File: config.mk
export PLATFORM = sky130hd
export DESIGN_NAME = stu_front
export DESIGN_NICKNAME = d
export VERILOG_FILES = /design/src/hw/rtl/stu_pkg.sv /design/src/hw/rtl/stu_front.sv
export SDC_FILE = /design/constraint.sdc
export NUM_CORES = 1
export LEC_CHECK = 0
export ABC_AREA = 1
export BUFFER_PORTS_ARGS = -buffer_cell sky130_fd_sc_hd__buf_4
export CAP_MARGIN = 20
export CORE_AREA = 2 2 331 333
export CTS_CLUSTER_SIZE = 30
export DETAILED_ROUTE_END_ITERATION = 12
export DIE_AREA = 0 0 333 335
export MAX_ROUTING_LAYER = met4
export PLACE_DENSITY = 0.39
export REMOVE_ABC_BUFFERS = 1
export SLEW_MARGIN = 20
export SYNTH_ARGS = -nofsm -noshare
export SYNTH_HDL_FRONTEND = slang
export SYNTH_SLANG_ARGS = --single-unit
File: constraint.sdc
create_clock -name clk_i -period 28 [get_ports clk_i]
set_input_delay 4.2 -clock clk_i [delete_from_list [all_inputs] [get_ports clk_i]]
set_output_delay 4.2 -clock clk_i [all_outputs]
set_load 0.005 [all_outputs]
File: src/hw/rtl/stu_pkg.sv
`timescale 1ns / 1ps
`default_nettype none
package stu_pkg;
  localparam int unsigned QDepth = 2;

  typedef enum logic [1:0] {
    OP_TRANS_A = 2'd0,
    OP_TRANS_B = 2'd1,
    OP_RECOMB  = 2'd2,
    OP_CLEAR   = 2'd3
  } op_e;

  localparam logic [31:0] PosInf  = 32'h7F80_0000;
  localparam logic [31:0] QNan    = 32'h7FC0_0000;
  localparam logic [31:0] MagMask = 32'h7FFF_FFFF;

  typedef struct packed {
    op_e         op;
    logic [31:0] s0a, s0b, s1a, s1b, s2a, s2b, s3a, s3b;
    logic [31:0] s4a, s4b, s5a, s5b, s6a, s6b;
    logic [6:0]  sub;
    logic [6:0]  pass;
    logic [31:0] r4, r5, r6;
    logic [31:0] peak_a, peak_b;
  } job_t;

  function automatic logic [31:0] peak_upd(input logic [31:0] pk, input logic [31:0] v);
    logic [31:0] m;
    m = v & MagMask;
    if (m >= PosInf) return PosInf;
    if (m > pk) return m;
    return pk;
  endfunction

  // Binary32 add with round to nearest even; NaN results canonical.
  function automatic logic [31:0] fp_add(input logic [31:0] a, input logic [31:0] b_in,
                                         input logic sub);
    logic [31:0] b, big, sml;
    logic [7:0] ea, eb, e;
    logic [26:0] ma, mb, ms;
    logic [27:0] sum;
    logic [8:0] d;
    logic st, sa, sb, rnd;
    logic [4:0] lz;
    logic [9:0] ex;
    logic [23:0] man;
    logic [24:0] mr;
    int k;
    b = {b_in[31] ^ sub, b_in[30:0]};
    if ((a[30:0] > PosInf[30:0]) || (b[30:0] > PosInf[30:0])) return QNan;
    if (a[30:0] == PosInf[30:0] && b[30:0] == PosInf[30:0])
      return (a[31] == b[31]) ? a : QNan;
    if (a[30:0] == PosInf[30:0]) return a;
    if (b[30:0] == PosInf[30:0]) return b;
    if (a[30:0] >= b[30:0]) begin big = a; sml = b; end else begin big = b; sml = a; end
    sa = big[31]; sb = sml[31];
    ea = (big[30:23] == 8'd0) ? 8'd1 : big[30:23];
    eb = (sml[30:23] == 8'd0) ? 8'd1 : sml[30:23];
    ma = {(big[30:23] != 8'd0), big[22:0], 3'b000};
    mb = {(sml[30:23] != 8'd0), sml[22:0], 3'b000};
    d = {1'b0, ea} - {1'b0, eb};
    if (d > 9'd26) ms = {26'd0, |mb};
    else begin
      ms = mb >> d[4:0];
      st = |(mb & ~({27{1'b1}} << d[4:0]));
      ms[0] = ms[0] | st;
    end
    if (sa == sb) sum = {1'b0, ma} + {1'b0, ms};
    else sum = {1'b0, ma} - {1'b0, ms};
    if (sum == 28'd0) return {(sa & sb), 31'd0};
    ex = {2'b0, ea};
    if (sum[27]) begin
      sum = {1'b0, sum[27:2], sum[1] | sum[0]};
      ex = ex + 10'd1;
    end else begin
      lz = 5'd0;
      for (k = 26; k >= 0; k--) if (sum[k] && lz == 5'd0 && k != 26) lz = 5'(26 - k);
      if (sum[26]) lz = 5'd0;
      if ({5'd0, lz} >= ex) lz = 5'(ex - 10'd1);
      sum = sum << lz;
      ex = ex - {5'd0, lz};
      if (!sum[26]) ex = 10'd0;
    end
    man = sum[26:3];
    rnd = sum[2] & (sum[1] | sum[0] | man[0]);
    mr = {1'b0, man} + {24'd0, rnd};
    if (mr[24]) begin mr = mr >> 1; ex = ex + 10'd1; end
    else if (ex == 10'd0 && mr[23]) ex = 10'd1;
    if (ex >= 10'd255) return {sa, PosInf[30:0]};
    return {sa, ex[7:0], mr[22:0]};
  endfunction
endpackage
`default_nettype wire

File: src/hw/rtl/stu_front.sv
`timescale 1ns / 1ps
`default_nettype none
module stu_front import stu_pkg::*; (
  input  wire logic         clk_i,
  input  wire logic         rst_ni,
  input  wire logic         en_i,
  input  wire logic [1:0]   op_i,
  input  wire logic [223:0] x_i,
  output job_t              job_o
);
  logic [31:0] pa_q, pa_d, pb_q, pb_d;
  logic [31:0] x0, x1, x2, x3, x4, x5, x6;
  op_e op;

  assign {x6, x5, x4, x3, x2, x1, x0} = x_i;
  assign op = op_e'(op_i);

  always_comb begin
    pa_d = pa_q;
    pb_d = pb_q;
    job_o = '0;
    job_o.op = op;
    case (op)
      OP_TRANS_A: begin
        pa_d = peak_upd(peak_upd(peak_upd(peak_upd(pa_q, x0), x1), x2), x3);
        job_o.s0a = x0; job_o.s0b = x3; job_o.s1a = x2; job_o.s1b = x3;
        job_o.s2a = x0; job_o.s3a = x3; job_o.pass = 7'b0001100;
        job_o.s4a = x0; job_o.s4b = x1; job_o.s5a = x2; job_o.s5b = x0;
        job_o.s6a = x1; job_o.s6b = x3; job_o.sub = 7'b1100000;
      end
      OP_TRANS_B: begin
        pb_d = peak_upd(peak_upd(peak_upd(peak_upd(pb_q, x0), x1), x2), x3);
        job_o.s0a = x0; job_o.s0b = x3; job_o.s1a = x0;
        job_o.s2a = x1; job_o.s2b = x3; job_o.s3a = x2; job_o.s3b = x0;
        job_o.s4a = x3; job_o.s5a = x0; job_o.s5b = x1; job_o.s6a = x2; job_o.s6b = x3;
        job_o.pass = 7'b0010010; job_o.sub = 7'b0001100;
      end
      OP_RECOMB: begin
        job_o.s0a = x0; job_o.s0b = x3; job_o.s1a = x1; job_o.s1b = x3;
        job_o.s2a = x2; job_o.s2b = x4; job_o.s3a = x0; job_o.s3b = x1;
        job_o.sub = 7'b0001000;
        job_o.r4 = x4; job_o.r5 = x5; job_o.r6 = x6;
      end
      default: begin
        pa_d = '0;
        pb_d = '0;
      end
    endcase
    job_o.peak_a = pa_d;
    job_o.peak_b = pb_d;
  end

  always_ff @(posedge clk_i or negedge rst_ni) begin
    if (!rst_ni) begin
      pa_q <= '0;
      pb_q <= '0;
    end else if (en_i) begin
      pa_q <= pa_d;
      pb_q <= pb_d;
    end
  end
endmodule
`default_nettype wire

## Yosys cells after proc, flatten, opt, wreduce, memory -nomap -nowiden

Index checks and enable logic that the tools add are counted.
Widths: inputs -> output; s select.

- Register bits after elaboration: 64
- Input bits: 229
- Output and inout bits: 624
- Logic and storage cells: 103

- $lt $le $gt $ge: 12
- Equality and inequality tests: 2
- Multiplexer cells: 84
- Reductions and logical operators: 3

Operators by type and width:

| kind | count |
|---|---|
| $mux 32 | 36 |
| $pmux 32 s2 | 5 |
| $pmux 96 s3 | 1 |
| $gt 31x32->1 | 8 |
| $pmux 128 s2 | 1 |
| $pmux 32 s3 | 2 |
| $ge 31x31->1 const B | 4 |
| $mux 96 | 1 |
| $mux 1 | 36 |
| $pmux 7 s3 | 1 |
| $pmux 5 s2 | 1 |
| $reduce_or 2->1 | 2 |
| $eq 2x1->1 const B | 1 |
| $eq 2x2->1 const B | 1 |
| $logic_not 2->1 | 1 |

## Longest topological paths before layout

Gate-level depths: netlist of run 1.

- Word-level depth: 29
- Depth in mapped cells: 68
- Gate-level depth less buffers: 64

## Worst setup path before layout of run 1

OpenSTA, ideal clock, no wires.

- Path kind: input port to output port
- Start point: input x_i[23]
- End point: output job_o[46] (netlist name)
- Data arrival time: 10.396 ns
- Required time: 23.800 ns
- Path slack: 13.404 ns
- Stages on the path: 49
- Buffers on the path: 4
- Cell sequence: ha_1 nand2_1 nor2_1 nand4_1 nor3b_1 nand3b_1 nand2_1 buf_2 nor2_1 or2_2 ha_1 nand2_1 inv_1 nand3_1 nor3_1 nand2_1 nand2_1 nand2_2 [... 13 more ...] o21ai_1 inv_1 nand2_1 ha_1 nand2_1 inv_1 nand3_1 nor3_1 inv_1 o21ai_0 nand2_2 nand3_4 nand2_4 buf_4 o21ai_0 inv_1 nand2_1 a21oi_1

RTL lines:

| what | line | RTL |
|---|---|---|
| start, declared | stu_front.sv:8 | `input wire logic [223:0] x_i,` |
| end, declared | stu_front.sv:9 | `output job_t job_o` |

==> flow_summary_export.csv, run 1 <==
group,metric,value,unit
clock_network,clk-insertion-delay-late,400,ps
grt,track_usage,0.229,
run,maxCapViolCount,0,
worst_setup_path,crit_top_cell,"nand2_1",
final_layout,fin_area,0.0278,mm²
clock_network,cts_resized,0,
power_and_ir_drop,power_density,55.4,mW/mm²
timing,hold_slack,511,ps
grt,antenna_found_initial,5,
timing,setup_viol,0,
status,outcome,"complete, no violations",
worst_setup_path,crit_fanout,54,
floorplan,fp.dieW,333,µm
worst_setup_path,cp-start-kind,"primary input",
clock_network,ctsHoldBuffers,0,
timing,drv_slew,0,
worst_setup_path,path_delay_family,"simple AND/OR/NAND/NOR gates",
worst_setup_path,worstSetupPathType,"in2out",
final_layout,final_util,0.257,
worst_setup_path,cp_slowest_cell,"nor3_1",
logic_synthesis,synthCells,3892,
logic_synthesis,ys_seq_area_frac,0.0804,
logic_synthesis,ys_types,43,
final_layout,fillers,12700,
grt,grt_use_met3,0.0334,
clock_network,cts_buffers,9,
timing,slew_headroom,0.305,
placement,dp_cells,5994,
grt,overflow,0,
clock_network,clock_path_buffers,2,
worst_setup_path,cpPeakStageDelay,810,ps
timing,rsz0062_at_grt,"false",
clock_network,clkTransAtPathRegs,70,ps
grt,grt_pass1_wl,183,mm
placement,place_ws,7870,ps
detailed_routing,drt-initial-drc-count,1631,
placement,io_buffers,846,
floorplan,rows,121,
worst_setup_path,critPathBufInv,7,
clock_network,cts_sinks,64,
timing,tightest_slew,1030,ps
detailed_routing,vias_per_cell,4.51,
grt,grt_pass1_vias,25900,
timing,worst_slack,7890,ps
final_layout,drive_gt1_frac,0.223,
floorplan,pin_count,853,
timing,finClkSkew,9.33,ps
detailed_routing,post_drt_wl_per_cell,21.5,µm
worst_setup_path,required,23800,ps
placement,detailed_place.area,0.0275,mm²
final_layout,final_cells,6013,
grt,met2_usage,0.404,
floorplan,fp.coreArea,0.108,mm²
grt,use_met1,0.280,
worst_setup_path,ff2ff_setup_slack,16030,ps
floorplan,dieArea,0.112,mm²
final_layout,fin_nets,5074,
placement,gp_congestion,0.885,
logic_synthesis,synth.avg_cell_area,5.12,µm²
floorplan,die_y,335,µm
worst_setup_path,worstSetupEndpointType,"primary output",
power_and_ir_drop,ir_drop,0.0492,mV
detailed_routing,vias,27100,
timing,finalHoldViolCount,0,
floorplan,start_util,0.184,
timing,fin_tns_setup,0,ps
logic_synthesis,netlist_area,0.0199,mm²
clock_network,htreeDepth,3,
logic_synthesis,yosys_warnings,0,
logic_synthesis,yosys_register_bits,64,
detailed_routing,antenna_left,0,
grt,grt_max_degree,95,
detailed_routing,first_pass_iters,6,
grt,grt.busiest_layer,"met2",
min_path,worstHoldPathType,"reg2reg",
detailed_routing,drc_errors,0,
worst_setup_path,arrival,15910,ps
power_and_ir_drop,total_power,1.54,mW
timing,max_freq,49.7,MHz
detailed_routing,wl,130,mm
clock_network,post_cts_buffers,0,
timing,period_needed,20110,ps
placement,hpwl,103,mm
timing,period_share,0.718,
final_layout,area_delta_synth_final,39.5,%
clock_network,cts_tree,"built",
power_and_ir_drop,power_leakage,18.1,nW
clock_network,clockRootBuffer,"clkbuf_16",
sequential cells by signal, summed over array words and instances, names as in the netlist:
name,cells
pb_q,32
pa_q,32
cell usage in the layout (no fill, tap or decap), types with 2 or more instances in the layout:
| cell type | Yosys | final |
|---|---|---|
| a211oi_1 | 2 | 2 |
| a21o_1 | 2 | 2 |
| a21oi_1 | 241 | 241 |
| a31oi_1 | 31 | 31 |
| buf_4 | 18 | 875 |
| clkbuf_1 | 106 | 5 |
| clkbuf_16 | 0 | 9 |
| clkinv_2 | 0 | 2 |
| conb_1 | 1 | 6 |
| dfrtp_1 | 64 | 64 |
| diode_2 | 0 | 4 |
| ha_1 | 254 | 250 |
| ha_4 | 0 | 4 |
| inv_1 | 655 | 654 |
| inv_2 | 7 | 5 |
| nand2_1 | 1642 | 1638 |
| nand2_2 | 9 | 13 |
| nand2_4 | 8 | 8 |
| nand3_1 | 193 | 192 |
| nand3_2 | 5 | 6 |
| nand3b_1 | 6 | 6 |
| nand4_1 | 26 | 26 |
| nand4_2 | 4 | 4 |
| nand4_4 | 5 | 5 |
| nor2_1 | 210 | 208 |
| nor2_2 | 4 | 4 |
| nor2_4 | 1 | 3 |
| nor3_1 | 7 | 7 |
| o211ai_1 | 9 | 9 |
| o21a_1 | 4 | 4 |
| o21ai_0 | 150 | 150 |
| o21ai_1 | 71 | 71 |
| o21ai_2 | 3 | 3 |
| or2_0 | 2 | 2 |
| or2_2 | 74 | 75 |
worst paths after layout:
| check | to | cells after the start | start |
|---|---|---|---|
| worst min-delay path | pb_q[13]$_DFFE_PN0P_ | 2 | pb_q[13]$_DFFE_PN0P_ |
| worst max-delay path | job_o[43] | 47 | x_i[23] |
| max in group asynchronous | pb_q[28]$_DFFE_PN0P_ | 2 | rst_ni |
| worst max register to register | pa_q[18]$_DFFE_PN0P_ | 49 | pa_q[23]$_DFFE_PN0P_ |
| worst min register to register | pb_q[13]$_DFFE_PN0P_ | 2 | pb_q[13]$_DFFE_PN0P_ |
| min in group asynchronous | pa_q[8]$_DFFE_PN0P_ | 1 | rst_ni |
per-layer routing:
layer	wire length, µm	share of wire
met5	0	0
met4	1550	0.012
met3	6720	0.052
met2	64700	0.50
met1	56600	0.44
final cells by class:
cell class / count / area [µm²] / share of cell area
antenna: 4 / 10.0 / 0.000360
clock buffer: 14 / 244 / 0.00878
tap: 1414 / 1770 / 0.0637
clock inverter: 1 / 5.00 / 0.000180
timing repair buffer: 876 / 6590 / 0.237
multi-input combinational: 2978 / 15100 / 0.543
inverter: 662 / 2490 / 0.0897
sequential: 64 / 1600 / 0.0576
synth_stat cells (all sizes together):
cell type	count	area, µm²
nand2	1659	6310
inv	662	2480
ha	254	3180
a21oi	241	1210
o21ai	224	1130
nor2	215	825
nand3	199	1030
clkbuf	107	403
buf	86	467
or2	77	482
dfrtp	64	1600
nand4	35	319
a31oi	31	194
o211ai	9	67.6
nand3b	7	65.1
nor3	7	35.0
o21a	4	30.0
a211oi	2	15.0
a21o	2	15.0
nor3b	2	26.3
nor4	2	12.5
conb	1	3.75
nor4b	1	8.76
o21bai	1	7.51
logic make-up after synthesis:
| group | after synthesis | synth area share |
|---|---|---|
| AND/OR/NAND/NOR | 2204 | 0.458 |
| AO/OA/AOI/OAI | 514 | 0.134 |
| other | 1 | 0.000188 |
| adder cells (fa/ha/maj) | 254 | 0.160 |
| flip-flops | 64 | 0.0804 |
| buffers and inverters | 855 | 0.168 |
report_power, final:
part	switching [mW]	internal, mW	total, mW
Clock	0.0562	0.0596	0.116
Sequential	0.0263	0.115	0.141
Combinational	0.838	0.446	1.28
Total	0.921	0.620	1.54
worst reg2reg max path, delay by kind of cell (launching register included):
kind / cells / cell delay (ps)
buffers and inverters: 7 / 1000
AND/OR/NAND/NOR: 34 / 7950
flip-flops: 1 / 410
adder cells (fa/ha/maj): 4 / 1150
AO/OA/AOI/OAI: 4 / 1370
Power figures use the tool's default switching activity.
==> run 2, diff against run 1 <==
- ABC_AREA: 1 -> 0
- CORE_AREA: 2 2 331 333 -> 2 2 332 334
- DIE_AREA: 0 0 333 335 -> 0 0 334 336
- clock period: 28 -> 16.1 ns (I/O delays scaled with it)
==> run 2 against run 1 <==
  * First-iteration DRC count is 52% higher
  * Sequential share of layout area fell by 0.098 points
  * Die area grew 0.60%
  * Highest routed layer unchanged
==> flow_summary_export.csv, run 2 <==
group,metric,value,unit
power_and_ir_drop,pwr-share-clk,0.038,
grt,overflow,0,
worst_setup_path,critPathBufInv,14,
grt,antenna_found_initial,5,
final_layout,area_delta_synth_final,49.9,%
clock_network,clockRootBuffer,"clkbuf_16",
grt,track_usage,0.235,
logic_synthesis,synth_edf_count,0,
grt,grt_pass1_wl,188,mm
power_and_ir_drop,switchingPower,3.41,mW
final_layout,mostFrequentLayoutCell,"buf_4",
grt,grt_max_degree,92,
logic_synthesis,synthTopCellsByArea,"ha_1, dfrtp_1, and2_1",
timing,hold_slack,540,ps
status,outcome,"complete, no violations",
final_layout,fin_nets,4056,
detailed_routing,post_drt_wl_per_cell,27.1,µm
run,maxCapViolCount,0,
timing,drv_slew,0,
logic_synthesis,synthTopCellsByCount,"nand2_1, ha_1, clkbuf_1",
detailed_routing,drc_errors,0,
placement,io_buffers,846,
timing,period_share,0.982,
timing,setup_viol,0,
floorplan,die_y,336,µm
logic_synthesis,ys_types,80,
timing,period_needed,15810,ps
worst_setup_path,crit_fanout,19,
power_and_ir_drop,power_density,222,mW/mm²
min_path,worstHoldPathType,"reg2reg",
worst_setup_path,ff2ff_setup_slack,4530,ps
power_and_ir_drop,p_seq_frac,0.049,
detailed_routing,antenna_left,0,
floorplan,fp.coreArea,0.108,mm²
worst_setup_path,crit_top_cell,"buf_4",
floorplan,fp.dieW,334,µm
worst_setup_path,worstSetupPathType,"in2out",
power_and_ir_drop,power_leakage,13.4,nW
logic_synthesis,synth.avg_cell_area,6.89,µm²
worst_setup_path,cp-start-kind,"primary input",
detailed_routing,wl,136,mm
floorplan,start_util,0.174,
worst_setup_path,cpPeakStageDelay,820,ps
timing,finClkSkew,17.9,ps
min_path,worstHoldStart,"pa_q[23]$_DFFE_PN0P_",
detailed_routing,first_pass_iters,6,
timing,worst_slack,289,ps
detailed_routing,vias,25700,
clock_network,ctsHoldBuffers,0,
floorplan,rows,121,
logic_synthesis,yosys_register_bits,64,
final_layout,reg_top3,"pa_q: 32 flops, pb_q: 32 flops",
clock_network,clkTransAtPathRegs,60,ps
power_and_ir_drop,switching_share,0.542,
logic_synthesis,synth_top_area_share,0.168,
worst_setup_path,path_delay_family,"simple AND/OR/NAND/NOR gates",
final_layout,layout_common_cells,"buf_4, nand2_1, ha_1, a21oi_1, and2_1",
floorplan,dieArea,0.112,mm²
timing,max_freq,63.2,MHz
clock_network,cts_buffers,9,
min_path,hold_depth,1,
logic_synthesis,netlist_area,0.0189,mm²
detailed_routing,vias_per_cell,5.14,
logic_synthesis,synth_most_common_cell,"nand2_1",
timing,tightest_slew,1030,ps
placement,hpwl,105,mm
clock_network,htreeDepth,3,
final_layout,fin_area,0.0283,mm²
worst_setup_path,worstSetupEndpointType,"primary output",
worst_setup_path,arrival,13400,ps
placement,detailed_place.area,0.0279,mm²
logic_synthesis,ys.flop_type,"dfrtp_1",
min_path,whs_endpoint,"pa_q[23]$_DFFE_PN0P_",
placement,place_ws,146,ps
power_and_ir_drop,ir_drop,0.105,mV
logic_synthesis,synth_top_area_cell,"ha_1",
logic_synthesis,yosys_warnings,0,
clock_network,clk-insertion-delay-late,410,ps
detailed_routing,drt-initial-drc-count,2477,
final_layout,drive_gt1_frac,0.335,
timing,finalHoldViolCount,0,
worst_setup_path,rr_startpoint,"pa_q[14]$_DFFE_PN0P_",
worst_setup_path,reg2regPathDepth,35,
power_and_ir_drop,pwr-share-comb,0.912,
power_and_ir_drop,internal_power,2.88,mW
placement,gp_congestion,0.944,
clock_network,cts_sinks,64,
clock_network,clock_path_buffers,2,
worst_setup_path,cp_slowest_cell,"nor4_1",
timing,rsz0062_at_grt,"false",
logic_synthesis,async_flop_share,1.00,
logic_synthesis,ys_seq_area_frac,0.0849,
worst_setup_path,required,13690,ps
timing,slew_headroom,0.312,
logic_synthesis,synthCells,2737,
floorplan,pin_count,853,
worst_setup_path,r2r-end,"pa_q[13]$_DFFE_PN0P_",
grt,grt_pass1_vias,24800,
clock_network,cts_tree,"built",
==> run 2: cell count changes after synthesis, sizes merged, moves of 101 or more <==
| cell | previous run | this run |
|---|---|---|
| nand2 | 1659 | 259 |
| a22oi | 0 | 146 |
| clkbuf | 107 | 208 |
| nand3 | 199 | 75 |
| and2 | 0 | 178 |
| inv | 662 | 130 |
| nor2b | 0 | 130 |
==> run 2: logic make-up (layout without fill, tap and decap cells) <==
kind of cell / Yosys count / in the layout / synth area share
AND/OR/NAND/NOR: 987 / 987 / 0.271
AO/OA/AOI/OAI: 993 / 995 / 0.366
flip-flops: 64 / 64 / 0.0849
other: 1 / 11 / 0.000199
adder cells (fa/ha/maj): 254 / 254 / 0.168
buffers and inverters: 413 / 1247 / 0.0956
multiplexers: 25 / 25 / 0.0135
==> run 2: final cells by class <==
| cell class | count | area [µm²] |
|---|---|---|
| Fill cell | 12100 | 80100 |
| Multi-Input combinational cell | 2267 | 15700 |
| Timing Repair Buffer | 1099 | 8350 |
| Tap cell | 1414 | 1770 |
| Sequential cell | 64 | 1600 |
| Inverter | 132 | 495 |
| Clock buffer | 10 | 239 |
| Clock inverter | 6 | 82.6 |
| Antenna cell | 5 | 12.5 |
==> run 2: power by group through the flow <==
stage	logic (mW)	registers [mW]	clock network [mW]
2_1_floorplan	2.75	0.269	0
3_3_place_gp	5.70	0.311	0
3_5_place_dp	5.66	0.310	0
4_1_cts	5.70	0.308	0.246
5_1_grt	6.24	0.315	0.250
6_report	5.74	0.310	0.241
==> run 2: repair_timing <==
action,4_1_cts,5_1_grt
endpoints found under the setup margin,0,31
gates resized for setup,0,3
setup buffers,0,0
==> run 2: metrics by stage <==
step                setup TNS (ps)   util  cells  power (mW)
floorplan                   -35850      -   2461        3.02
global placement                 0  0.257   4974        6.01
detailed placement               0  0.257   4974        5.97
CTS                              0  0.260   4990        6.25
global route                     0  0.261   4994        6.81
finish                           0  0.261   4997        6.29
==> run 2: how the worst max path moves through the flow <==
stage,start,to,slack [ps],cells after the start
final,x_i[26],job_o[1],290,46
after global routing,x_i[15],job_o[53],70,38
after CTS,x_i[15],job_o[53],110,37
after detailed placement,x_i[15],job_o[53],150,37
after global placement,x_i[15],job_o[53],270,37
after floorplan,x_i[29],job_o[1],-960,33
==> run 2: metal layers <==
metal,wire (µm),global-route usage,up-vias,share of wire
li1,-,-,11900,-
met3,6990,0.0279,149,0.052
met2,65800,0.399,1038,0.49
met1,59500,0.297,12600,0.44
met5,0,-,-,0
met4,3330,0.0553,0,0.025
