## src/hw/rtl/stu_pkg.sv

```systemverilog
`timescale 1ns / 1ps
`default_nettype none
package stu_pkg;
  localparam int unsigned QDepth = 2;

  typedef enum logic [1:0] {
    OP_TRANS_A = 2'd0,
    OP_TRANS_B = 2'd1,
    OP_RECOMB  = 2'd2,
    OP_CLEAR   = 2'd3
  } op_e;

  localparam logic [31:0] PosInf  = 32'h7F80_0000;
  localparam logic [31:0] QNan    = 32'h7FC0_0000;
  localparam logic [31:0] MagMask = 32'h7FFF_FFFF;

  typedef struct packed {
    op_e         op;
    logic [31:0] s0a, s0b, s1a, s1b, s2a, s2b, s3a, s3b;
    logic [31:0] s4a, s4b, s5a, s5b, s6a, s6b;
    logic [6:0]  sub;
    logic [6:0]  pass;
    logic [31:0] r4, r5, r6;
    logic [31:0] peak_a, peak_b;
  } job_t;

  function automatic logic [31:0] peak_upd(input logic [31:0] pk, input logic [31:0] v);
    logic [31:0] m;
    m = v & MagMask;
    if (m >= PosInf) return PosInf;
    if (m > pk) return m;
    return pk;
  endfunction

  // Binary32 add with round to nearest even; NaN results canonical.
  function automatic logic [31:0] fp_add(input logic [31:0] a, input logic [31:0] b_in,
                                         input logic sub);
    logic [31:0] b, big, sml;
    logic [7:0] ea, eb, e;
    logic [26:0] ma, mb, ms;
    logic [27:0] sum;
    logic [8:0] d;
    logic st, sa, sb, rnd;
    logic [4:0] lz;
    logic [9:0] ex;
    logic [23:0] man;
    logic [24:0] mr;
    int k;
    b = {b_in[31] ^ sub, b_in[30:0]};
    if ((a[30:0] > PosInf[30:0]) || (b[30:0] > PosInf[30:0])) return QNan;
    if (a[30:0] == PosInf[30:0] && b[30:0] == PosInf[30:0])
      return (a[31] == b[31]) ? a : QNan;
    if (a[30:0] == PosInf[30:0]) return a;
    if (b[30:0] == PosInf[30:0]) return b;
    if (a[30:0] >= b[30:0]) begin big = a; sml = b; end else begin big = b; sml = a; end
    sa = big[31]; sb = sml[31];
    ea = (big[30:23] == 8'd0) ? 8'd1 : big[30:23];
    eb = (sml[30:23] == 8'd0) ? 8'd1 : sml[30:23];
    ma = {(big[30:23] != 8'd0), big[22:0], 3'b000};
    mb = {(sml[30:23] != 8'd0), sml[22:0], 3'b000};
    d = {1'b0, ea} - {1'b0, eb};
    if (d > 9'd26) ms = {26'd0, |mb};
    else begin
      ms = mb >> d[4:0];
      st = |(mb & ~({27{1'b1}} << d[4:0]));
      ms[0] = ms[0] | st;
    end
    if (sa == sb) sum = {1'b0, ma} + {1'b0, ms};
    else sum = {1'b0, ma} - {1'b0, ms};
    if (sum == 28'd0) return {(sa & sb), 31'd0};
    ex = {2'b0, ea};
    if (sum[27]) begin
      sum = {1'b0, sum[27:2], sum[1] | sum[0]};
      ex = ex + 10'd1;
    end else begin
      lz = 5'd0;
      for (k = 26; k >= 0; k--) if (sum[k] && lz == 5'd0 && k != 26) lz = 5'(26 - k);
      if (sum[26]) lz = 5'd0;
      if ({5'd0, lz} >= ex) lz = 5'(ex - 10'd1);
      sum = sum << lz;
      ex = ex - {5'd0, lz};
      if (!sum[26]) ex = 10'd0;
    end
    man = sum[26:3];
    rnd = sum[2] & (sum[1] | sum[0] | man[0]);
    mr = {1'b0, man} + {24'd0, rnd};
    if (mr[24]) begin mr = mr >> 1; ex = ex + 10'd1; end
    else if (ex == 10'd0 && mr[23]) ex = 10'd1;
    if (ex >= 10'd255) return {sa, PosInf[30:0]};
    return {sa, ex[7:0], mr[22:0]};
  endfunction
endpackage
`default_nettype wire

```

## src/hw/rtl/stu_queue.sv

```systemverilog
`timescale 1ns / 1ps
`default_nettype none
module stu_queue import stu_pkg::*; #(
  parameter int unsigned Depth = QDepth
) (
  input  wire logic clk_i,
  input  wire logic rst_ni,
  input  wire logic push_i,
  input  job_t      data_i,
  output logic      full_o,
  input  wire logic pop_i,
  output job_t      data_o,
  output logic      empty_o
);
  localparam int unsigned Aw = (Depth > 1) ? $clog2(Depth) : 1;
  job_t mem_q [Depth];
  logic [Aw-1:0] wp_q, rp_q;
  logic [Aw:0] cnt_q;

  assign full_o  = (cnt_q == (Aw+1)'(Depth));
  assign empty_o = (cnt_q == '0);
  assign data_o  = mem_q[rp_q];

  always_ff @(posedge clk_i) begin
    if (push_i) mem_q[wp_q] <= data_i;
  end

  always_ff @(posedge clk_i or negedge rst_ni) begin
    if (!rst_ni) begin
      wp_q <= '0;
      rp_q <= '0;
      cnt_q <= '0;
    end else begin
      if (push_i) wp_q <= (wp_q == Aw'(Depth - 1)) ? '0 : wp_q + 1'b1;
      if (pop_i) rp_q <= (rp_q == Aw'(Depth - 1)) ? '0 : rp_q + 1'b1;
      cnt_q <= cnt_q + (Aw+1)'(push_i) - (Aw+1)'(pop_i);
    end
  end
endmodule
`default_nettype wire

```

## config.mk

```make
export PLATFORM = sky130hd
export DESIGN_NAME = stu_queue
export DESIGN_NICKNAME = d
export VERILOG_FILES = /design/src/hw/rtl/stu_pkg.sv /design/src/hw/rtl/stu_queue.sv
export SDC_FILE = /design/constraint.sdc
export NUM_CORES = 1
export LEC_CHECK = 0
export ABC_AREA = 1
export BUFFER_PORTS_ARGS = -buffer_cell sky130_fd_sc_hd__buf_2
export CAP_MARGIN = 20
export CORE_AREA = 2 2 485 487
export CTS_BUF_LIST = sky130_fd_sc_hd__clkbuf_2
export DETAILED_ROUTE_END_ITERATION = 10
export DIE_AREA = 0 0 487 489
export SETUP_SLACK_MARGIN = 0.02
export SLEW_MARGIN = 10
export SYNTH_ARGS = -nofsm -noshare
export SYNTH_HDL_FRONTEND = slang
export SYNTH_SLANG_ARGS = --single-unit
```

## constraint.sdc

```tcl
create_clock -name clk_i -period 25.9 [get_ports clk_i]
set_clock_uncertainty 0.15 [all_clocks]
set_input_delay 3.885 -clock clk_i [delete_from_list [all_inputs] [get_ports clk_i]]
set_output_delay 3.885 -clock clk_i [all_outputs]
set_load 0.05 [all_outputs]
```

* Yosys cells after proc, flatten, opt, wreduce, memory -nomap -nowiden
Memories as Yosys holds them, arrays and structs flattened.
Cells that the tools add are included.
** Storage, ports and cells
- Bits in writable memories :: 1248
- Memories :: 1
- Output and inout port bits :: 626
- Register bits :: 4
- Bits of input ports :: 628
- Word-level logic and storage cells :: 14
** Operators by class
- Muxes and demuxes :: 4
- Reduce and logical (&&, ||, !) cells :: 1
- Eq/ne operators :: 1
- Add/subtract/negate cells :: 4
** Memories
- mem_q :: depth 2, bits a word 624, rd ports 1, clocked after memory_dff 0, write ports 1, RTL line stu_queue.sv:16 : job_t mem_q [Depth];
** Operators with widths (number)
- $mux W1 :: 4
- $add A1 B1 Y1 const B :: 2
- $add A2 B1 Y2 :: 1
- $eq A2 B2 Y1 const B :: 1
- $logic_not A2 Y1 :: 1
- $sub A2 B1 Y2 :: 1

* Depth between registers and ports, before layout
Gate-level depths: netlist (run 1).
- Depth after elaboration :: 2
- Depth in mapped cells :: 7
- Mapped depth without buffers :: 7

* Least setup slack after synthesis (run 1)
Ideal clock, no wire load.
- Path type :: in2reg
- Start point :: input push_i
- End point :: memory mem_q[0][0] (netlist bit) (enable)
- Arrival time :: 29970 ps
- Cell stages on the path :: 2
- Path buffers :: 0
- Library setup time :: 1646 ps
- Data required time :: 24104 ps
- Setup slack :: -5866 ps
- Path through :: inv_1 nor2_1
** On the way
- Cells in the longest elaborated chain, start to end :: 2
** RTL lines
- from (decl) :: RTL line stu_queue.sv:8 : input wire logic push_i,
- $mux W1 :: RTL line stu_queue.sv:25 : if (push_i) mem_q[wp_q] <= data_i;
- $mux W1 (implied by the code) :: RTL line stu_queue.sv:25
- to (decl) :: RTL line stu_queue.sv:16
No other way between the ends.

==> results.tsv, run 1 <==
metric	value	unit
ant_nets	0	
hold_ws	0.425	ns
path_clk_slew	0.10	ns
synth_cells	3284	
rsz0062_at_grt	false	
path_buf_inv	5	
relSlewSlack	29.4	%
hold_viol	0	
place_area	55900	um^2
p_leak	24.9	nW
fmax	99.6	MHz
initial_core_util	19.9	%
antenna_found_initial	167	
dr.max_layer_used	met5	
clk_latency	1.63	ns
hp-class	register to register	
cts_made_buffers	351	
cts_tree	built	
nFillCells	24700	
power	7.79	mW
crit_slowest_cell	dfrtp_4	
grt_pass1_vias	30000	
postCtsHoldBufs	0	
critPathRequiredTime	21.86	ns
crit_path_end_kind	output port	
firstDrtPassIters	5	
wl	169000	um
ys_seq_area_share	80.7	%
p_per_area	132	nW/um^2
synth_nets	3914	
ir_drop	108	uV
dieArea	238000	um^2
grt_overflow	0	
pin_count	1254	
via_count	30900	
setup-violations-final	0	
die-width	487	um
grt_max_degree	122	
arrival	6.00	ns
area_growth	26.5	%
max_stage_delay	0.84	ns
fin_crit_sh	38.8	%
cpLargestDelayFamily	buffers and inverters	
worst_pin_slew	1.06	ns
dp.final_hpwl	129000	um
criticalPathCategory	register to output port	
htree_levels	5	
synthDistinctLibCells	16	
drc	0	
wl_met2	78600	um
setup_ws	15.86	ns
vias_per_cell	3.81	
slew_violations	0	
worstSetupStartpointType	register	
routedWlPerCell	20.8	um
stdcell_area	58900	um^2
port-buffer-count	1253	
tns	0	ns
maxCapViolCount	0	
synth.yosys.warnings	0	
drt_iter0_drc	2034	
drt-met1-wl	62500	um
drive_above_1_share	36.2	%
wl_met3	19900	um
crit_path_cell_trace	buf_4, buf_4, buf_4, buf_4, nand2_1, o21ai_0, buf_2	
crit_path_max_fanout	98	
grt_pass1_wl	223000	um
ys_seq_elements	1252	
core	234000	um^2
rows	178	
synth_area	46600	um^2
track_usage	13.4	%
post_cts_buffers	0	
dp_slack	17.54	ns
outcome	finished clean	
fin_nets	5415	
fin_crit	10.04	ns
gp_routability_congestion	0.855	
cp_common_cell	buf_4	
syn_area_per_cell	14.2	um^2
cts_buffer_depth	4	
cts.repair.resized	0	
clockRootBuffer	clkbuf_2	
clock_sinks	1252	
die_y	489	um
==> flip-flops by register name (all words and copies together) (netlist names) <==
| name | count |
|---|---|
| cnt_q | 2 |
| mem_q | 1248 |
| wp_q | 1 |
| rp_q | 1 |
==> worst paths after layout <==
kind                       startpoint       endpoint  slack [ns]  cells past startpoint
setup / recovery                 rp_q     data_o[56]       15.86                      7
hold / removal                   wp_q           wp_q        0.43                      1
setup reg to reg                 wp_q  mem_q[0][105]       21.66                      5
hold reg to reg                  wp_q           wp_q        0.43                      1
max in group asynchronous      rst_ni           rp_q       23.50                      1
min in group asynchronous      rst_ni           wp_q        1.92                      1
==> Yosys cell counts <==
cell type / instances / area share (%)
ha_1: 2 / 0.054
dfrtp_1: 4 / 0.21
clkbuf_1: 61 / 0.49
edfxtp_1: 1248 / 80
xor2_1: 2 / 0.038
inv_1: 631 / 5.1
buf_4: 7 / 0.11
buf_2: 3 / 0.032
nand3_1: 1 / 0.011
nand2_1: 630 / 5.1
o21ai_0: 313 / 3.4
buf_8: 6 / 0.19
buf_12: 1 / 0.043
buf_6: 61 / 1.5
o21ai_1: 311 / 3.3
nor2_1: 3 / 0.024
==> through the flow <==
stage / utilization, % / std cells
global route: 25.2 / 8091
global placement: 23.9 / 7491
detailed placement: 23.9 / 7491
floorplan: - / 3284
CTS: 25.2 / 8064
finish: 25.2 / 8123
==> worst register-to-register path: stages, from the launching register on <==
cell     delay [ns]
dfrtp_1        0.45
nor2_4         0.29
buf_4          0.51
buf_4          0.76
buf_12         0.63
buf_4          0.95
==> kinds of logic after synthesis <==
family,count (synthesis),synth area share (%)
compound gates,624,6.70
buf+inv,770,7.43
flops,1252,80.7
simple gates,634,5.11
fa+ha+maj,2,0.0537
xor+xnor,2,0.0376
==> per-layer routing <==
metal  GRT usage (%)  up-vias
met2            21.2     1669
met3            7.28      495
met1            14.4    14300
met5               0        -
met4            7.10      118
li1                -    14400
==> area by class of cell <==
class                           instances  area (um^2)  share of cell area [%]
Antenna cell                           58          145                   0.246
Clock buffer                          495         2480                    4.20
Clock inverter                         78          413                   0.700
Inverter                              631         2380                    4.03
Multi-Input combinational cell       1262         5550                    9.42
Sequential cell                      1252        37600                    63.8
Tap cell                             3060         3830                    6.50
Timing Repair Buffer                 1287         6570                    11.1
==> power by group <==
part / switching [mW] / internal (mW) / leakage (nW)
registers: 0.0960 / 2.69 / 11.8
logic: 3.04 / 0.597 / 10.9
clock network: 0.829 / 0.539 / 2.27
==> cells in the final DEF, fill, tap and decap left out, types with 2 or more instances in the layout <==
cell type   count
buf_12          2
buf_2        1253
buf_4          31
bufinv_16       3
clkbuf_2      495
clkinv_1       49
clkinv_2       15
clkinv_4        2
clkinvlp_4      2
dfrtp_1         3
diode_2        58
edfxtp_1     1248
ha_1            2
inv_1         630
inv_2           6
nand2_1       630
nor2_1          2
o21ai_0       313
o21ai_1       311
xor2_1          2
Power figures use the tool's default switching activity.
==> inputs of run 2 (changes only) <==
Settings changed: ABC_AREA 1 to 0, CORE_AREA 2 2 485 487 to 2 2 483 485, DIE_AREA 0 0 487 489 to 0 0 485 487.
Clock period 25.9 ns to 8.35 ns, I/O delays scaled along.
==> run 2 against run 1 <==
Non-clock buffer count grew 1234; die area shrank 0.82%; clock power grew to 3.2 times the previous value; core utilization grew 5.7 points; cell count shrank 0.58%; critical path type unchanged; largest cell class unchanged; highest routed layer unchanged.
==> results.tsv, run 2 <==
metric	value	unit	change
outcome	finished clean		unchanged
die_y	487	um	was 489 um
r2r_start	wp_q		unchanged
gp_routability_congestion	0.887		was 0.855
synth_cells	1957		was 3284
maxCapViolCount	0		unchanged
htree_levels	5		unchanged
slew_violations	0		unchanged
drive_above_1_share	48.6	%	was 36.2%
grt_max_degree	142		was 122
worstHoldStart	data_i[129]		was wp_q
drt_iter0_drc	1730		was 2034
dp_slack	4.27	ns	was 17.54 ns
rsz0062_at_grt	false		unchanged
antenna_found_initial	114		was 167
critPathRequiredTime	6.95	ns	was 21.86 ns
criticalPathCategory	register to output port		unchanged
synthDistinctLibCells	13		was 16
p_leak	27.9	nW	was 24.9 nW
synth-edff-count	1248		unchanged
synth.area.top_cells	edfxtp_1 (81%), mux2_2 (9.1%), mux2_4 (8.1%), buf_6 (0.71%), buf_2 (0.44%)		was edfxtp_1 (80%), inv_1 (5.1%), nand2_1 (5.1%), o21ai_0 (3.4%), o21ai_1 (3.3%)
stdcell_area	71600	um^2	was 58900 um^2
reg2reg_to	mem_q[1][355]		was mem_q[0][105]
fin_nets	5383		was 5415
yosysMostFrequentCell	edfxtp_1		unchanged
yosys_most_used_dff	edfxtp_1		unchanged
ir_drop	254	uV	was 108 uV
ant_nets	0		unchanged
fin_crit	5.82	ns	
synth.yosys.warnings	0		unchanged
track_usage	13.8	%	was 13.4%
cts.repair.resized	0		unchanged
worst_pin_slew	1.18	ns	was 1.06 ns
setup_ws	2.53	ns	was 15.86 ns
clockRootBuffer	clkbuf_2		unchanged
cts_made_buffers	343		was 351
vias_per_cell	3.86		was 3.81
path_clk_slew	0.09	ns	was 0.10 ns
initial_core_util	19.9	%	about the same
reg2reg_setup_slack	5.36	ns	was 21.66 ns
port-buffer-count	1253		unchanged
arrival	4.42	ns	was 6.00 ns
place_area	56200	um^2	was 55900 um^2
post_cts_buffers	0		unchanged
die-width	485	um	was 487 um
yosys.area.top_type_share	81.2	%	was 80.4%
crit_path_max_fanout	126		was 98
postCtsHoldBufs	1230		was 0
hold_viol	0		unchanged
dp.final_hpwl	120000	um	was 129000 um
largest_reg_flops	1248		unchanged
dieArea	236000	um^2	was 238000 um^2
final_cell_mix	buf_2 (1253), edfxtp_1 (1248), dlygate4sd3_1 (1230)		was buf_2 (1253), edfxtp_1 (1248), nand2_1 (630), inv_1 (630), clkbuf_2 (495)
wl	170000	um	was 169000 um
core	231000	um^2	was 234000 um^2
post-route-util	31.0	%	was 25.2%
top_regs	mem_q: 1248 flops, cnt_q: 2 flops		unchanged
synthTopCellsByCount	edfxtp_1 (1248), mux2_2 (374), mux2_4 (250)		was edfxtp_1 (1248), inv_1 (631), nand2_1 (630)
rows	177		was 178
async_reset_ff_share	0.319	%	unchanged
area_growth	55.1	%	was 26.5%
ys_seq_area_share	81.4	%	was 80.7%
power	23.9	mW	was 7.79 mW
cts_tree	built		unchanged
ys_seq_elements	1252		unchanged
worstSetupStartpointType	register		unchanged
p_per_area	334	nW/um^2	was 132 nW/um^2
firstDrtPassIters	7		was 5
syn_area_per_cell	23.6	um^2	was 14.2 um^2
worstHoldEndpoint	mem_q[0][129]		was wp_q
holdPathStages	2		was 1
grt_pass1_wl	234000	um	was 223000 um
synth_area	46200	um^2	was 46600 um^2
pin_count	1254		unchanged
netlist.top_cell.by_area	edfxtp_1		unchanged
clock_sinks	1252		unchanged
drc	0		unchanged
regMostFlops	mem_q		unchanged
layout_commonest_cell	buf_2		unchanged
relSlewSlack	21.2	%	was 29.4%
grt_pass1_vias	33100		was 30000
fin_crit_sh	69.7	%	
clk_latency	1.60	ns	was 1.63 ns
hp-class	input port to register		was register to register
cts_buffer_depth	4		unchanged
r2r_cells	3		was 5
via_count	31200		was 30900
grt_overflow	0		unchanged
routedWlPerCell	21.1	um	was 20.8 um
setup-violations-final	0		unchanged
hold_ws	0.390	ns	was 0.425 ns
fmax	172	MHz	
synth_nets	2587		was 3914
crit_path_end_kind	output port		unchanged
-- run 2: cell count changes after synthesis, moves of 2 or more --
cell,change
nand2_1,-630
inv_1,-629
mux2_2,+374
o21ai_0,-313
o21ai_1,-311
mux2_4,+250
clkbuf_1,-61
buf_2,+38
buf_6,-32
buf_4,-7
buf_8,-6
nor2_1,-2
nor2b_1,+2
-- run 2: cell families (layout without fill, tap and decap cells) --
group / Yosys count / after routing / synth area share (%)
buffers and inverters: 72 / 3087 / 1.17
muxes: 624 / 624 / 17.3
other: 0 / 61 / 0
and+or+nand+nor: 4 / 4 / 0.0488
xor gates and xnor gates: 3 / 3 / 0.0894
adders and majority gates: 2 / 2 / 0.0542
DFF: 1252 / 1252 / 81.4
-- run 2: critical path: stages, from the launching register on --
cell and delay (ns):
dfrtp_4 0.89, buf_12 0.34, buf_12 0.43, mux2_2 0.48, buf_2 0.23
-- run 2: layout make-up --
cell class / count / area (um^2)
antenna: 61 / 153
clock buffer: 467 / 2340
clock inverter: 97 / 589
fill: 22700 / 160000
inverter: 2 / 7.51
multi-input combinational: 633 / 8060
sequential: 1252 / 37600
tap: 3043 / 3810
timing repair buffer: 2521 / 19100
-- run 2: layer usage --
layer / wire length, um / up-vias / GRT usage [%]
met5: 409 / - / 0
met4: 8630 / 64 / 7.19
met3: 16200 / 463 / 5.67
met2: 81900 / 1761 / 23.1
met1: 63300 / 15100 / 14.9
li1: - / 13700 / -
-- run 2: stage by stage --
stage | cells | setup TNS (ns)
floorplan | 1957 | -2421.27
global placement | 6221 | 0
detailed placement | 6221 | 0
CTS | 8015 | 0
global route | 8047 | 0
finish | 8076 | 0
-- run 2: how the worst max path moves through the flow --
stage	startpoint	end	slack [ns]
2_1_floorplan	push_i	mem_q[0][0]	-2.80
3_3_place_gp	rp_q	data_o[71]	4.27
3_5_place_dp	rp_q	data_o[71]	4.27
4_1_cts	rp_q	data_o[71]	2.17
5_1_grt	rp_q	data_o[71]	2.08
6_report	rp_q	data_o[71]	2.53
-- run 2: power breakdown --
group | internal [mW] | switching, mW | total (mW)
Sequential | 8.32 | 0.320 | 8.64
Clock | 1.72 | 2.60 | 4.32
Combinational | 3.22 | 7.74 | 11.0
==> inputs of run 3 (changes only) <==
Clock period 8.35 ns to 5.19 ns, I/O delays scaled along.
==> run 3 against run 2 <==
The flow now stops in clock tree synthesis; synthesized cell count did not move; synthesized area did not move.
==> results.tsv, run 3 <==
metric	value	unit	change
outcome	did not finish		was finished clean
haltStage	clock tree synthesis		
error	[ERROR RSZ-0060] Max buffer count reached.		
postCtsHoldBufs	1365		was 1230
port-buffer-count	1253		unchanged
synth_nets	2587		unchanged
cts_made_buffers	340		was 343
netlist.top_cell.by_area	edfxtp_1		unchanged
synth_cells	1957		unchanged
synth-simple-area-share	0.0488	%	unchanged
synth.area.top_cells	edfxtp_1 (81%), mux2_2 (9.1%), mux2_4 (8.1%), buf_6 (0.71%), buf_2 (0.44%)		unchanged
die-width	485	um	unchanged
gp_routability_congestion	0.933		was 0.887
yosys.area_share.adder	0.0542	%	unchanged
dp_slack	1.97	ns	was 4.27 ns
clockRootBuffer	clkbuf_2		unchanged
synthTopCellsByCount	edfxtp_1 (1248), mux2_2 (374), mux2_4 (250)		unchanged
synth_area	46200	um^2	unchanged
yosys.area.top_type_share	81.2	%	unchanged
synth.yosys.warnings	0		unchanged
die_y	487	um	unchanged
htree_levels	5		unchanged
cts_buffer_depth	4		unchanged
synth_top_family_by_area	multiplexers		unchanged
async_reset_ff_share	0.319	%	unchanged
synth-edff-count	1248		unchanged
synthDistinctLibCells	13		unchanged
ys_seq_area_share	81.4	%	unchanged
post_cts_buffers	1		was 0
synth-compound-area-share	0	%	unchanged
dp.final_hpwl	125000	um	was 120000 um
pin_count	1254		unchanged
initial_core_util	19.9	%	unchanged
rows	177		unchanged
syn_area_per_cell	23.6	um^2	unchanged
cts.repair.resized	1		was 0
synth_xor_area_share	0.0894	%	unchanged
synth_mux_area_share	17.3	%	unchanged
yosys_most_used_dff	edfxtp_1		unchanged
ys_seq_elements	1252		unchanged
yosysMostFrequentCell	edfxtp_1		unchanged
place_area	56500	um^2	was 56200 um^2
clock_sinks	1252		unchanged
==> run 3: cell counts after synthesis <==
No cell type changed its count.
==> run 3: per-stage QoR <==
step | TNS [ns] | hold slack [ns] | cells
detailed placement | 0 | 0.390 | 6261
global placement | 0 | 0.379 | 6261
floorplan | -5773.40 | 0.333 | 1957
==> run 3: cells by family after synthesis <==
family	count (synthesis)
multiplexers	624
adder cells (fa/ha/maj)	2
buffers and inverters	72
flip-flops	1252
XOR/XNOR	3
AND/OR/NAND/NOR	4
==> inputs of run 4 (changes only) <==
Settings changed: CORE_AREA 2 2 483 485 to 2 2 484 486, CTS_BUF_LIST sky130_fd_sc_hd__clkbuf_2 to unset, DIE_AREA 0 0 485 487 to 0 0 486 488, PLACE_DENSITY_LB_ADDON set to 0.15, SETUP_SLACK_MARGIN 0.02 to unset.
Clock period 5.19 ns to 6.75 ns, I/O delays scaled along.
==> run 4 against run 3 <==
The run now ends clean.
==> results.tsv, run 4 (synthesis results as in run 2) <==
metric	value	unit	change
crit_path_cell_trace	buf_12, buf_12, mux2_2, buf_2		
multi_input_area	8060	um^2	
gp_routability_congestion	0.798		was 0.933
worst_pin_slew	0.962	ns	
hold_viol	0		
wl	159000	um	
track_usage	12.8	%	
p_int	18.6	mW	
htree_levels	4		was 5
worstSetupStartpointType	register		
routedWlPerCell	24.3	um	
crit_path_end_kind	output port		
cts.repair.resized	0		was 1
critPathRequiredTime	5.59	ns	
dp_slack	3.15	ns	was 1.97 ns
p_per_area	517	nW/um^2	
port-buffer-count	1253		unchanged
setup-violations-final	0		
power	31.7	mW	
setup_ws	2.49	ns	
arrival	3.10	ns	
die_y	488	um	was 487 um
seqCellArea	37600	um^2	
dieArea	237000	um^2	
outcome	finished clean		was did not finish
grt_pass1_vias	25300		
comb_power_share	40.9	%	
regMostFlops	mem_q		
switching_share	41.4	%	
drive_above_1_share	61.2	%	
cts_buffer_depth	3		was 4
fin_crit_sh	63.1	%	
rows	177		unchanged
hold_ws	0.277	ns	
crit_path_max_fanout	61		
fmax	235	MHz	
p_leak	22.9	nW	
grt_pass1_wl	212000	um	
final_cell_mix	buf_2 (1253), edfxtp_1 (1248), mux2_2 (374)		
path_clk_slew	0.06	ns	
nFillCells	23700		
crit_slowest_cell	dfrtp_4		
fin_crit	4.26	ns	
max_stage_delay	0.83	ns	
pin_count	1254		unchanged
grt_max_degree	120		
slew_violations	0		
clock_power_share	25.5	%	
seqPwrFrac	33.6	%	
clockRootBuffer	clkbuf_16		was clkbuf_2
clock_sinks	1252		unchanged
cts_made_buffers	155		was 340
p_sw	13.1	mW	
drt_iter0_drc	1188		
initial_core_util	19.9	%	about the same
post-route-util	26.4	%	
cts_tree	built		
largest_reg_flops	1248		
cp_common_cell	buf_12		
relSlewSlack	35.9	%	
firstDrtPassIters	5		
antenna_found_initial	146		
vias_per_cell	3.72		
via_count	24300		
layout_commonest_cell	buf_2		
ant_nets	0		
hp-class	input port to register		
grt_overflow	0		
criticalPathCategory	register to output port		
rsz0062_at_grt	false		
area_growth	32.7	%	
post_cts_buffers	0		was 1
top_regs	mem_q: 1248 flops, cnt_q: 2 flops		
core	232000	um^2	
fin_nets	3970		
ir_drop	230	uV	
clk_latency	0.76	ns	
dp.final_hpwl	117000	um	was 125000 um
maxCapViolCount	0		
drc	0		
die-width	486	um	was 485 um
run 4: layer usage:
| layer | part of all wire, % | GRT usage [%] |
|---|---|---|
| met5 | 0.30 | 0 |
| met3 | 12 | 7.10 |
| met1 | 37 | 13.8 |
| met2 | 48 | 21.7 |
| met4 | 2.5 | 3.44 |
run 4: critical path: cells and delay by family (launching register included):
family,cells,cell delay (ns)
buffers and inverters,3,0.92
flip-flops,1,0.83
multiplexers,1,0.40
run 4: path summary, 6_finish.rpt:
path / endpoint / cells after the start / slack [ns] / startpoint
worst max-delay path: data_o[125] / 4 / 2.49 / rp_q
worst min-delay path: mem_q[1][111] / 1 / 0.28 / data_i[111]
worst max register to register: mem_q[0][545] / 3 / 4.09 / wp_q
worst min register to register: wp_q / 1 / 0.40 / wp_q
max in group asynchronous: rp_q / 2 / 5.84 / rst_ni
min in group asynchronous: cnt_q[1] / 2 / 0.46 / rst_ni
run 4: power groups by stage:
stage                     logic (mW)  clock network, mW  registers [mW]
final                           13.0               8.08            10.7
after global routing            13.6               8.67            10.8
after CTS                       13.3               8.41            10.7
after detailed placement        13.3                  0            10.8
after global placement          13.3                  0            10.8
after floorplan                 9.78                  0            11.2
run 4: through the flow:
stage / cell area (um^2) / setup TNS, ns / instances
after floorplan: 46200 / -4118.55 / 1957
after global placement: 56300 / 0 / 6225
final: 61300 / 0 / 6536
after global routing: 61200 / 0 / 6515
after CTS: 61200 / 0 / 6506
after detailed placement: 56300 / 0 / 6225
run 4: final cells by class:
cell class	count	share of cell area, %
Sequential cell	1252	61.3
Multi-Input combinational cell	633	13.2
Timing Repair Buffer	1296	11.1
Clock buffer	213	6.86
Tap cell	3043	6.21
Clock inverter	67	1.17
Antenna cell	30	0.123
Inverter	2	0.0123
run 4: what timing repair did:
action | in CTS | in global routing
hold buffers | 1 | 0
setup endpoints to repair | 0 | 0
hold endpoints to repair | 4 | 0
